--- src/hw/rtl/multicast_hash_filter_update_macros.svh ---
// assertion macros for the multicast hash filter update block
// no dependencies; included by the modules that carry assertions
`ifndef MULTICAST_HASH_FILTER_UPDATE_MACROS_SVH
`define MULTICAST_HASH_FILTER_UPDATE_MACROS_SVH

// same-cycle implication, disabled while in reset
`define MHF_ASSERT_NOW(label, clk, rst_n, ante, cons) \
	label: assert property (@(posedge clk) disable iff (!rst_n) (ante) |-> (cons)) \
		else $error("mhf same-cycle check failed");

// next-cycle implication, disabled while in reset
`define MHF_ASSERT_NEXT(label, clk, rst_n, ante, cons) \
	label: assert property (@(posedge clk) disable iff (!rst_n) (ante) |=> (cons)) \
		else $error("mhf next-cycle check failed");

`endif

--- src/hw/rtl/mhf_pkg.sv ---
// shared types, constants and crc helpers for the multicast hash filter update
// no dependencies; imported by every module of the block
package mhf_pkg;

	localparam int MacBytes = 6;
	localparam int MacBits = 8 * MacBytes;
	localparam int CrcBits = 32;
	localparam int IndexBits = 6;
	localparam int TableBits = 64;
	localparam int WordBits = 32;

	localparam logic [CrcBits-1:0] CrcPoly = 32'h04C11DB7;
	localparam logic [CrcBits-1:0] CrcInit = 32'hFFFFFFFF;
	localparam logic [7:0] GroupOuiHigh = 8'h01;
	localparam logic [7:0] GroupOuiMid = 8'h00;
	localparam logic [7:0] GroupOuiLow = 8'h5E;
	localparam logic [6:0] GroupMask = 7'h7F;

	// request action codes
	localparam logic ActGroup = 1'b0;
	localparam logic ActMac = 1'b1;

	typedef struct packed {
		logic action;
		logic [31:0] group_address;
		logic [47:0] mac_address;
	} mhf_req_t;

	typedef struct packed {
		logic [IndexBits-1:0] hash_index;
		logic [TableBits-1:0] hash_table;
	} mhf_rsp_t;

	// table update request between top and table
	typedef struct packed {
		logic en;
		logic [IndexBits-1:0] index;
	} mhf_upd_t;

	typedef logic [CrcBits-1:0][MacBits-1:0] crc_mask_t;

	// bit-serial crc, used only at elaboration to build the xor network
	function automatic logic [CrcBits-1:0] crc_serial(input logic [MacBits-1:0] mac,
		input logic [CrcBits-1:0] init);
		logic [CrcBits-1:0] crc;
		logic fb;
		crc = init;
		for (int b = 0; b < MacBytes; b++) begin
			for (int k = 0; k < 8; k++) begin
				fb = crc[CrcBits-1] ^ mac[8 * (MacBytes - 1 - b) + k];
				crc = {crc[CrcBits-2:0], 1'b0} ^ (fb ? CrcPoly : '0);
			end
		end
		return crc;
	endfunction

	// row i: which mac bits feed crc bit i
	function automatic crc_mask_t crc_masks();
		crc_mask_t m;
		logic [CrcBits-1:0] col;
		m = '0;
		for (int j = 0; j < MacBits; j++) begin
			col = crc_serial({{(MacBits-1){1'b0}}, 1'b1} << j, '0);
			for (int i = 0; i < CrcBits; i++) begin
				m[i][j] = col[i];
			end
		end
		return m;
	endfunction

	localparam crc_mask_t CrcMasks = crc_masks();
	localparam logic [CrcBits-1:0] CrcZeroResp = crc_serial('0, CrcInit);

	// top bits of the inverted crc as a parallel xor network
	function automatic logic [IndexBits-1:0] mac_hash_index(input logic [MacBits-1:0] mac);
		logic [IndexBits-1:0] idx;
		for (int i = 0; i < IndexBits; i++) begin
			idx[i] = ~(CrcZeroResp[CrcBits-IndexBits+i]
				^ (^(mac & CrcMasks[CrcBits-IndexBits+i])));
		end
		return idx;
	endfunction

endpackage

--- src/hw/rtl/multicast_hash_filter_update.sv ---
// top level of the multicast hash filter update: handshake, pipeline registers
// depends on mhf_pkg, mhf_hash, mhf_table and the block assertion macros
//
//   channel  dir  handshake              payload
//   req      in   req_valid, req_stall   mhf_req_t (action, group_address, mac_address)
//   rsp      out  rsp_valid, rsp_stall   mhf_rsp_t (hash_index, hash_table)
//
// one item per cycle sustained while rsp_stall is low; an accepted item passes
// through the input register into the result register, where rsp_valid rises
// the crc is a fixed xor network between the input register and the result register
// reset clears both valid bits and the table; payload registers are not reset
// a stalled rsp holds its result; the input register still takes one more item,
// then req_stall rises until the result is taken
`include "multicast_hash_filter_update_macros.svh"

module multicast_hash_filter_update (
	input  logic clk,
	input  logic arst_n,
	input  logic req_valid,
	output logic req_stall,
	input  mhf_pkg::mhf_req_t req,
	output logic rsp_valid,
	input  logic rsp_stall,
	output mhf_pkg::mhf_rsp_t rsp
);
	import mhf_pkg::*;

	// input register
	logic valid_s1;
	mhf_req_t req_s1;

	// result register
	logic valid_s2;
	mhf_rsp_t rsp_s2;

	logic adv_s2;
	logic [IndexBits-1:0] idx_s1;
	logic [TableBits-1:0] table_upd;
	mhf_upd_t upd;

	// result register is free or draining this cycle
	assign adv_s2 = !valid_s2 || !rsp_stall;
	// input register can only hold while its item cannot move on
	assign req_stall = valid_s1 && !adv_s2;

	mhf_hash u_hash (
		.req        (req_s1),
		.hash_index (idx_s1)
	);

	// table commits exactly when the item moves into the result register
	assign upd.en = valid_s1 && adv_s2;
	assign upd.index = idx_s1;

	mhf_table u_table (
		.clk       (clk),
		.arst_n    (arst_n),
		.upd       (upd),
		.table_upd (table_upd)
	);

	// valid bits
	always_ff @(posedge clk or negedge arst_n) begin
		if (!arst_n) begin
			valid_s1 <= 1'b0;
			valid_s2 <= 1'b0;
		end else begin
			if (!req_stall) begin
				valid_s1 <= req_valid;
			end
			if (adv_s2) begin
				valid_s2 <= valid_s1;
			end
		end
	end

	// payload registers
	always_ff @(posedge clk) begin
		if (req_valid && !req_stall) begin
			req_s1 <= req;
		end
		if (upd.en) begin
			rsp_s2.hash_index <= idx_s1;
			rsp_s2.hash_table <= table_upd;
		end
	end

	assign rsp_valid = valid_s2;
	assign rsp = rsp_s2;

	// a full pipe behind a stalled result must push back on the input
	`MHF_ASSERT_NOW(a_full_stall, clk, arst_n, valid_s1 && valid_s2 && rsp_stall, req_stall)
	// an item moving forward shows up as a result next cycle
	`MHF_ASSERT_NEXT(a_adv_valid, clk, arst_n, upd.en, valid_s2)
	// every result carries its own bit set in the table
	`MHF_ASSERT_NOW(a_rsp_bit, clk, arst_n, valid_s2, rsp_s2.hash_table[rsp_s2.hash_index])

endmodule

--- src/hw/rtl/mhf_hash.sv ---
// mac formation and crc-32 hash index for one request
// depends on mhf_pkg
module mhf_hash (
	input  mhf_pkg::mhf_req_t req,
	output logic [mhf_pkg::IndexBits-1:0] hash_index
);
	import mhf_pkg::*;

	logic [MacBits-1:0] mac;

	always_comb begin
		if (req.action == ActGroup) begin
			// ipv4 group maps onto 01:00:5e plus low 23 group bits
			mac = {GroupOuiHigh, GroupOuiMid, GroupOuiLow,
				1'b0, req.group_address[22:16] & GroupMask,
				req.group_address[15:0]};
		end else begin
			mac = req.mac_address;
		end
	end

	assign hash_index = mac_hash_index(mac);

endmodule

--- src/hw/rtl/mhf_table.sv ---
// 64-bit hash table held as two 32-bit words, set-only update
// depends on mhf_pkg and the block assertion macros
`include "multicast_hash_filter_update_macros.svh"

module mhf_table (
	input  logic clk,
	input  logic arst_n,
	input  mhf_pkg::mhf_upd_t upd,
	output logic [mhf_pkg::TableBits-1:0] table_upd
);
	import mhf_pkg::*;

	logic [WordBits-1:0] table_high_q;
	logic [WordBits-1:0] table_low_q;
	logic [TableBits-1:0] cur_table;
	logic [TableBits-1:0] set_bit;

	assign cur_table = {table_high_q, table_low_q};
	assign set_bit = {{(TableBits-1){1'b0}}, 1'b1} << upd.index;
	assign table_upd = cur_table | set_bit;

	always_ff @(posedge clk or negedge arst_n) begin
		if (!arst_n) begin
			table_high_q <= '0;
			table_low_q <= '0;
		end else if (upd.en) begin
			table_high_q <= table_upd[TableBits-1:WordBits];
			table_low_q <= table_upd[WordBits-1:0];
		end
	end

	// bits are only ever set
	`MHF_ASSERT_NEXT(a_tbl_no_clear, clk, arst_n, 1'b1,
		(cur_table & $past(cur_table)) == $past(cur_table))
	// an update sets its bit
	`MHF_ASSERT_NEXT(a_tbl_bit_set, clk, arst_n, upd.en, cur_table[$past(upd.index)])
	// the table only changes on an update
	`MHF_ASSERT_NEXT(a_tbl_hold, clk, arst_n, !upd.en, $stable(cur_table))

endmodule

--- config.mk ---
export PLATFORM = sky130hd
export DESIGN_NAME = multicast_hash_filter_update
export DESIGN_NICKNAME = d
export VERILOG_FILES = /design/src/hw/rtl/mhf_pkg.sv /design/src/hw/rtl/multicast_hash_filter_update.sv /design/src/hw/rtl/mhf_hash.sv /design/src/hw/rtl/mhf_table.sv
export VERILOG_INCLUDE_DIRS = /design/src /design/src/hw/rtl
export SDC_FILE = /design/constraint.sdc
export NUM_CORES = 1
export LEC_CHECK = 0
export BUFFER_PORTS_ARGS = -buffer_cell sky130_fd_sc_hd__buf_2
export CORE_MARGIN = 2
export CORE_UTILIZATION = 35
export DETAILED_ROUTE_END_ITERATION = 8
export PLACE_DENSITY = 0.6
export SLEW_MARGIN = 20
export SYNTH_ARGS = -nofsm -noshare
export SYNTH_HDL_FRONTEND = slang
export SYNTH_HIERARCHICAL = 1
export SYNTH_SLANG_ARGS = --single-unit
--- constraint.sdc ---
create_clock -name clk -period 8.6 [get_ports clk]
set_clock_uncertainty 0.15 [all_clocks]
set_input_delay 0.86 -clock clk [delete_from_list [all_inputs] [get_ports clk]]
set_output_delay 0.86 -clock clk [all_outputs]
set_load 0.1 [all_outputs]
After elaboration in Yosys (flattened, before gate mapping)
Index checks and enable logic that the tools add are counted.

word-level totals
  output and inout port bits = 72
  input bits = 85
  logic and storage cells = 29
  register bits after elaboration = 208

cells by class
  mux-type cells = 1
  bitwise logic cells = 4
  shifts and indexed selects = 1
  reduce and logical (&&, ||, !) cells = 14

operators by type and width
  operator                number
  $reduce_xor A48 Y1      6
  $or A64 B64 Y64         1
  $shl A1 B6 Y64 const A  1
  $mux W48                1
  $logic_not A1 Y1        4
  $logic_and A1 B1 Y1     3
  $not A1 Y1              3
  $logic_or A1 B1 Y1      1

Depth between registers and ports, before layout
  depth in word-level cells = 6
  gate-level depth with buffers = 12
  mapped depth without buffers = 7

Modules after synthesis
Netlist, hierarchy kept.

by module, submodules not included
  module                        area each (sq um)  instances  sequential area each (sq um)  cells an instance
  multicast_hash_filter_update  4626.9             1          4584.4                        159
  mhf_table                     3144.3             1          1601.5                        266
  mhf_hash                      1068.5             1          0.0                           107

Least setup slack after synthesis
OpenSTA, ideal clock, no wires.

  path kind = register to register
  from = register valid_s2 (netlist: rsp_valid)
  to = register u_table.table_low_q[0]
  buffers on the path = 0
  clock period less this slack = 7.589 ns
  slack = 1.011 ns
  data required time = 8.385 ns
  arrival = 7.374 ns
  cell stages (with the launch flop) = 4
  setup time = 0.065 ns
  cells stage by stage = dfrtp_1 a21boi_0 nor4b_2 a21o_1

RTL lines
  what                    RTL line                            text
  start, declared         multicast_hash_filter_update.sv:33  logic valid_s2;
  start signal, assigned  multicast_hash_filter_update.sv:72  valid_s2 <= valid_s1;
  end signal, assigned    mhf_table.sv:28                     table_low_q <= table_upd[WordBits-1:0];
  end, declared           mhf_table.sv:14                     logic [WordBits-1:0] table_low_q;

Worst setup path in the final report
  from = register req_s1[46] in the netlist's numbering
  to = register u_table.table_low_q[4]

between the ends
  word-level cells in the longest chain between the ends = 5
  elaborated cells on any way between the ends = 7
  those cells by class = shift (1); mux (1); bitwise (2); reduce/logical (3)

RTL lines
  what                    RTL line                            text
  start, declared         multicast_hash_filter_update.sv:30  mhf_req_t req_s1;
  start signal, assigned  multicast_hash_filter_update.sv:80  req_s1 <= req;
  $mux W48                mhf_hash.sv:12                      if (req.action == ActGroup) begin
  $reduce_xor A48 Y1      mhf_pkg.sv:79                       ^ (^(mac & CrcMasks[CrcBits-IndexBits+i])));
  $not A1 Y1              mhf_pkg.sv:78                       idx[i] = ~(CrcZeroResp[CrcBits-IndexBits+i]
  via idx_s1[0]           multicast_hash_filter_update.sv:37  logic [IndexBits-1:0] idx_s1;
  $shl A1 B6 Y64          mhf_table.sv:19                     assign set_bit = {{(TableBits-1){1'b0}}, 1'b1} << upd.index;
  $or A64 B64 Y64         mhf_table.sv:20                     assign table_upd = cur_table | set_bit;

The timed path passes the listed nets, and every way through them passes these cells.
A chain may end at the register's enable or synchronous reset.

==> reports/results.md <==
Power and ir drop
* internal portion of total power: 2420 uW
* proportion of power drawn by combinational gates: 42.5%
* portion of total power attributed to the clock network: 22.1%
* sequential group share of total power: 35.5%
* PnR Total Power: 4210 uW
* Worst IR Drop VDD: 0.205 mV
* sw power: 1780 uW
* proportion of total power due to net switching: 42.4%
* LEAKAGE: 0.00461 uW
* Cell Pwr Density: 410 nW/um^2

Clocking
* maximum number of buffers from clock root to sink: 3
* cts repair resizes: 0
* post-CTS clock slew at the launch and capture registers of the worst setup and hold paths: 60 ps
* TritonCTS clock tree: yes
* clk sink count: 204
* insertion delay of the later-clocked pin in the worst-skew pair: 500 ps
* H-tree levels: 1
* Setup Buffers After CTS: 0
* # hold bufs at CTS: 0
* TritonCTS buffer count: 22
* Root Buffer Master: sky130_fd_sc_hd__clkbuf_16

STA
* final slew viol count: 0
* maximum clock rate: 296 MHz
* count of final hold-check violations: 0
* period utilization: 39.3%
* Slew headroom: 39.2%
* Worst Max-Slew Pin Slew: 908 ps
* Sum Neg Setup Slack: 0 ps
* total of endpoints with negative setup slack in the final report: 0
* post-layout min period: 3380 ps
* setup repair after global routing missed its margin: false

Global route
* global routing usage summed across all routing layers: 13.0%
* largest net degree at the start of global routing: 72
* via count of the first global-routing pass: 4977
* global route total overflow: 0
* first-pass GRT wire length: 26.9 mm
* initial antenna violation count: 0

Finish
* area used by multi-input combinational logic: 2520 sq um
* sequential cell area in the final layout: 5800 sq um
* fill cell instance count of the final layout: 2124
* fraction of layout cells with a size suffix above 1: 31.8%
* layout overhead on the synthesized area: 21.5%
* total number of nets in the final design: 754
* Antenna Diode Count: 0

Logic synthesis
* post-synthesis instance area: 8450 sq um
* syn_area_per_cell: 16.3 sq um
* Synth Net Count: 604
* synth warn: 6
* instance count of the mapped netlist: 519

Floorplanning
* I/O pin count: 157
* width of the die: 159 um
* die area: 25400 sq um
* initial standard-cell utilization of the core: 35.8%
* area of the placeable core: 23600 sq um
* Die Height: 159 um
* FP Rows: 56

Placed design
* placed wire-length estimate after detailed placement: 11.2 mm
* number of buffer cells added on primary ports: 143
* GPL Wtd Cong: 0.751

Detailed routing
* Detailed Routing Iterations Pass 1: 4
* wire length reported by the detailed router: 16.5 mm
* final routed wire length divided by cell count: 16.4 um
* post-detailed-route count of antenna-violating nets: 0
* initial DRC count: 194
* post-DR vias/cell: 4.68
* number of design rule violations left after detail routing: 0
* count of vias placed by the detailed router: 4695

Hold path
* class of the tightest hold or removal check: reg -> reg

Critical path
* Critical Path Fanout Max: 31
* startpoint type of the worst setup path: flop
* maximum cell stage delay along the critical path: 680 ps
* arrival time at the worst endpoint: 3660 ps
* cells along the critical path: xnor2_1 > xnor3_1 > a21oi_2 > xor2_2 > xnor3_1 > buf_4 > nor3b_1 > a21o_1
* Critical-path top delay cell: sky130_fd_sc_hd__nor3b_1
* kind of capture point of the worst setup path: flop
* cell repeated most along the worst path: sky130_fd_sc_hd__xnor3_1
* WS Path Type: reg -> reg
* data required time of the worst path: 8880 ps

Job
* number of maximum-capacitance constraint violations: 0

Outcome
* run status: complete, no violations

worst max-delay path, delay by kind of cell, from the launching register on:
kind,cells,cell delay [ps]
xor+xnor,4,1420
simple gates,1,680
compound gates,2,420
flops,1,370
buf+inv,1,240
worst paths after layout:
check                      slack (ps)  cells past startpoint                    start                 endpoint
min reg2reg                       310                      1  u_table/table_low_q[13]  u_table/table_low_q[13]
min                               310                      1  u_table/table_low_q[13]  u_table/table_low_q[13]
min in group asynchronous         410                      2                   arst_n  u_table/table_low_q[23]
max                              5220                      8               req_s1[46]   u_table/table_low_q[4]
max in group asynchronous        7320                      2                   arst_n  u_table/table_low_q[24]
max reg2reg                      5220                      8               req_s1[46]   u_table/table_low_q[4]
sequential cells by signal (all words and copies together), names as in the netlist:
name and count:
u_table/table_low_q 32, rsp_valid 1, rsp 70, valid_s1 1, req_s1 68, u_table/table_high_q 32
power by group through the flow:
| stage | combinational (uW) | sequential [uW] | clock [uW] |
|---|---|---|---|
| detailed placement | 1810 | 1510 | 0 |
| floorplan | 812 | 2160 | 0 |
| finish | 1790 | 1490 | 929 |
| global placement | 1770 | 1500 | 0 |
| CTS | 1810 | 1490 | 960 |
| global route | 1900 | 1520 | 1000 |
cells in the final DEF (no fill, tap or decap), types with 3 or more instances in the layout:
master	n
sky130_fd_sc_hd__clkbuf_8	5
sky130_fd_sc_hd__o21bai_1	44
sky130_fd_sc_hd__buf_4	12
sky130_fd_sc_hd__inv_1	3
sky130_fd_sc_hd__and3b_1	3
sky130_fd_sc_hd__nor3b_1	4
sky130_fd_sc_hd__clkbuf_16	23
sky130_fd_sc_hd__nand4b_1	3
sky130_fd_sc_hd__xor2_1	13
sky130_fd_sc_hd__clkbuf_1	5
sky130_fd_sc_hd__nor2_1	7
sky130_fd_sc_hd__mux2i_1	11
sky130_fd_sc_hd__edfxtp_1	138
sky130_fd_sc_hd__xnor2_2	4
sky130_fd_sc_hd__xnor3_1	12
sky130_fd_sc_hd__nor4bb_1	3
sky130_fd_sc_hd__nand3b_1	6
sky130_fd_sc_hd__dfrtp_1	66
sky130_fd_sc_hd__a21oi_1	5
sky130_fd_sc_hd__xnor2_1	47
sky130_fd_sc_hd__a31o_2	6
sky130_fd_sc_hd__and4bb_2	3
sky130_fd_sc_hd__nand2b_1	3
sky130_fd_sc_hd__buf_2	143
sky130_fd_sc_hd__a21o_1	74
per-layer routing:
layer | share of wire (%) | vias up | global-route usage, %
met2 | 47 | 148 | 21.3
met4 | 2.0 | 0 | 3.76
li1 | - | 2230 | -
met1 | 46 | 2292 | 17.7
met3 | 5.5 | 25 | 2.76
met5 | 0 | - | 0
metrics by stage:
stage / hold slack (ps) / setup WS, ps / instance area, sq um / utilization (%) / cells
finish: 309 / 5220 / 10300 / 43.5 / 1004
global route: 321 / 5030 / 10300 / 43.5 / 1004
CTS: 309 / 5200 / 10300 / 43.5 / 1004
detailed placement: 295 / 5200 / 9530 / 40.4 / 964
global placement: 288 / 5240 / 9530 / 40.4 / 964
floorplan: 278 / 1010 / 8450 / - / 519
area by class of cell:
class / count / share of cell area, %
inverters: 3 / 0.110
multi-input cells: 283 / 24.6
well taps: 319 / 3.89
flip-flops and latches: 204 / 56.5
repair buffers: 155 / 7.85
clock inverters: 7 / 0.670
clock buffers: 33 / 6.46
Note: power is estimated with default switching activity, not from simulation.
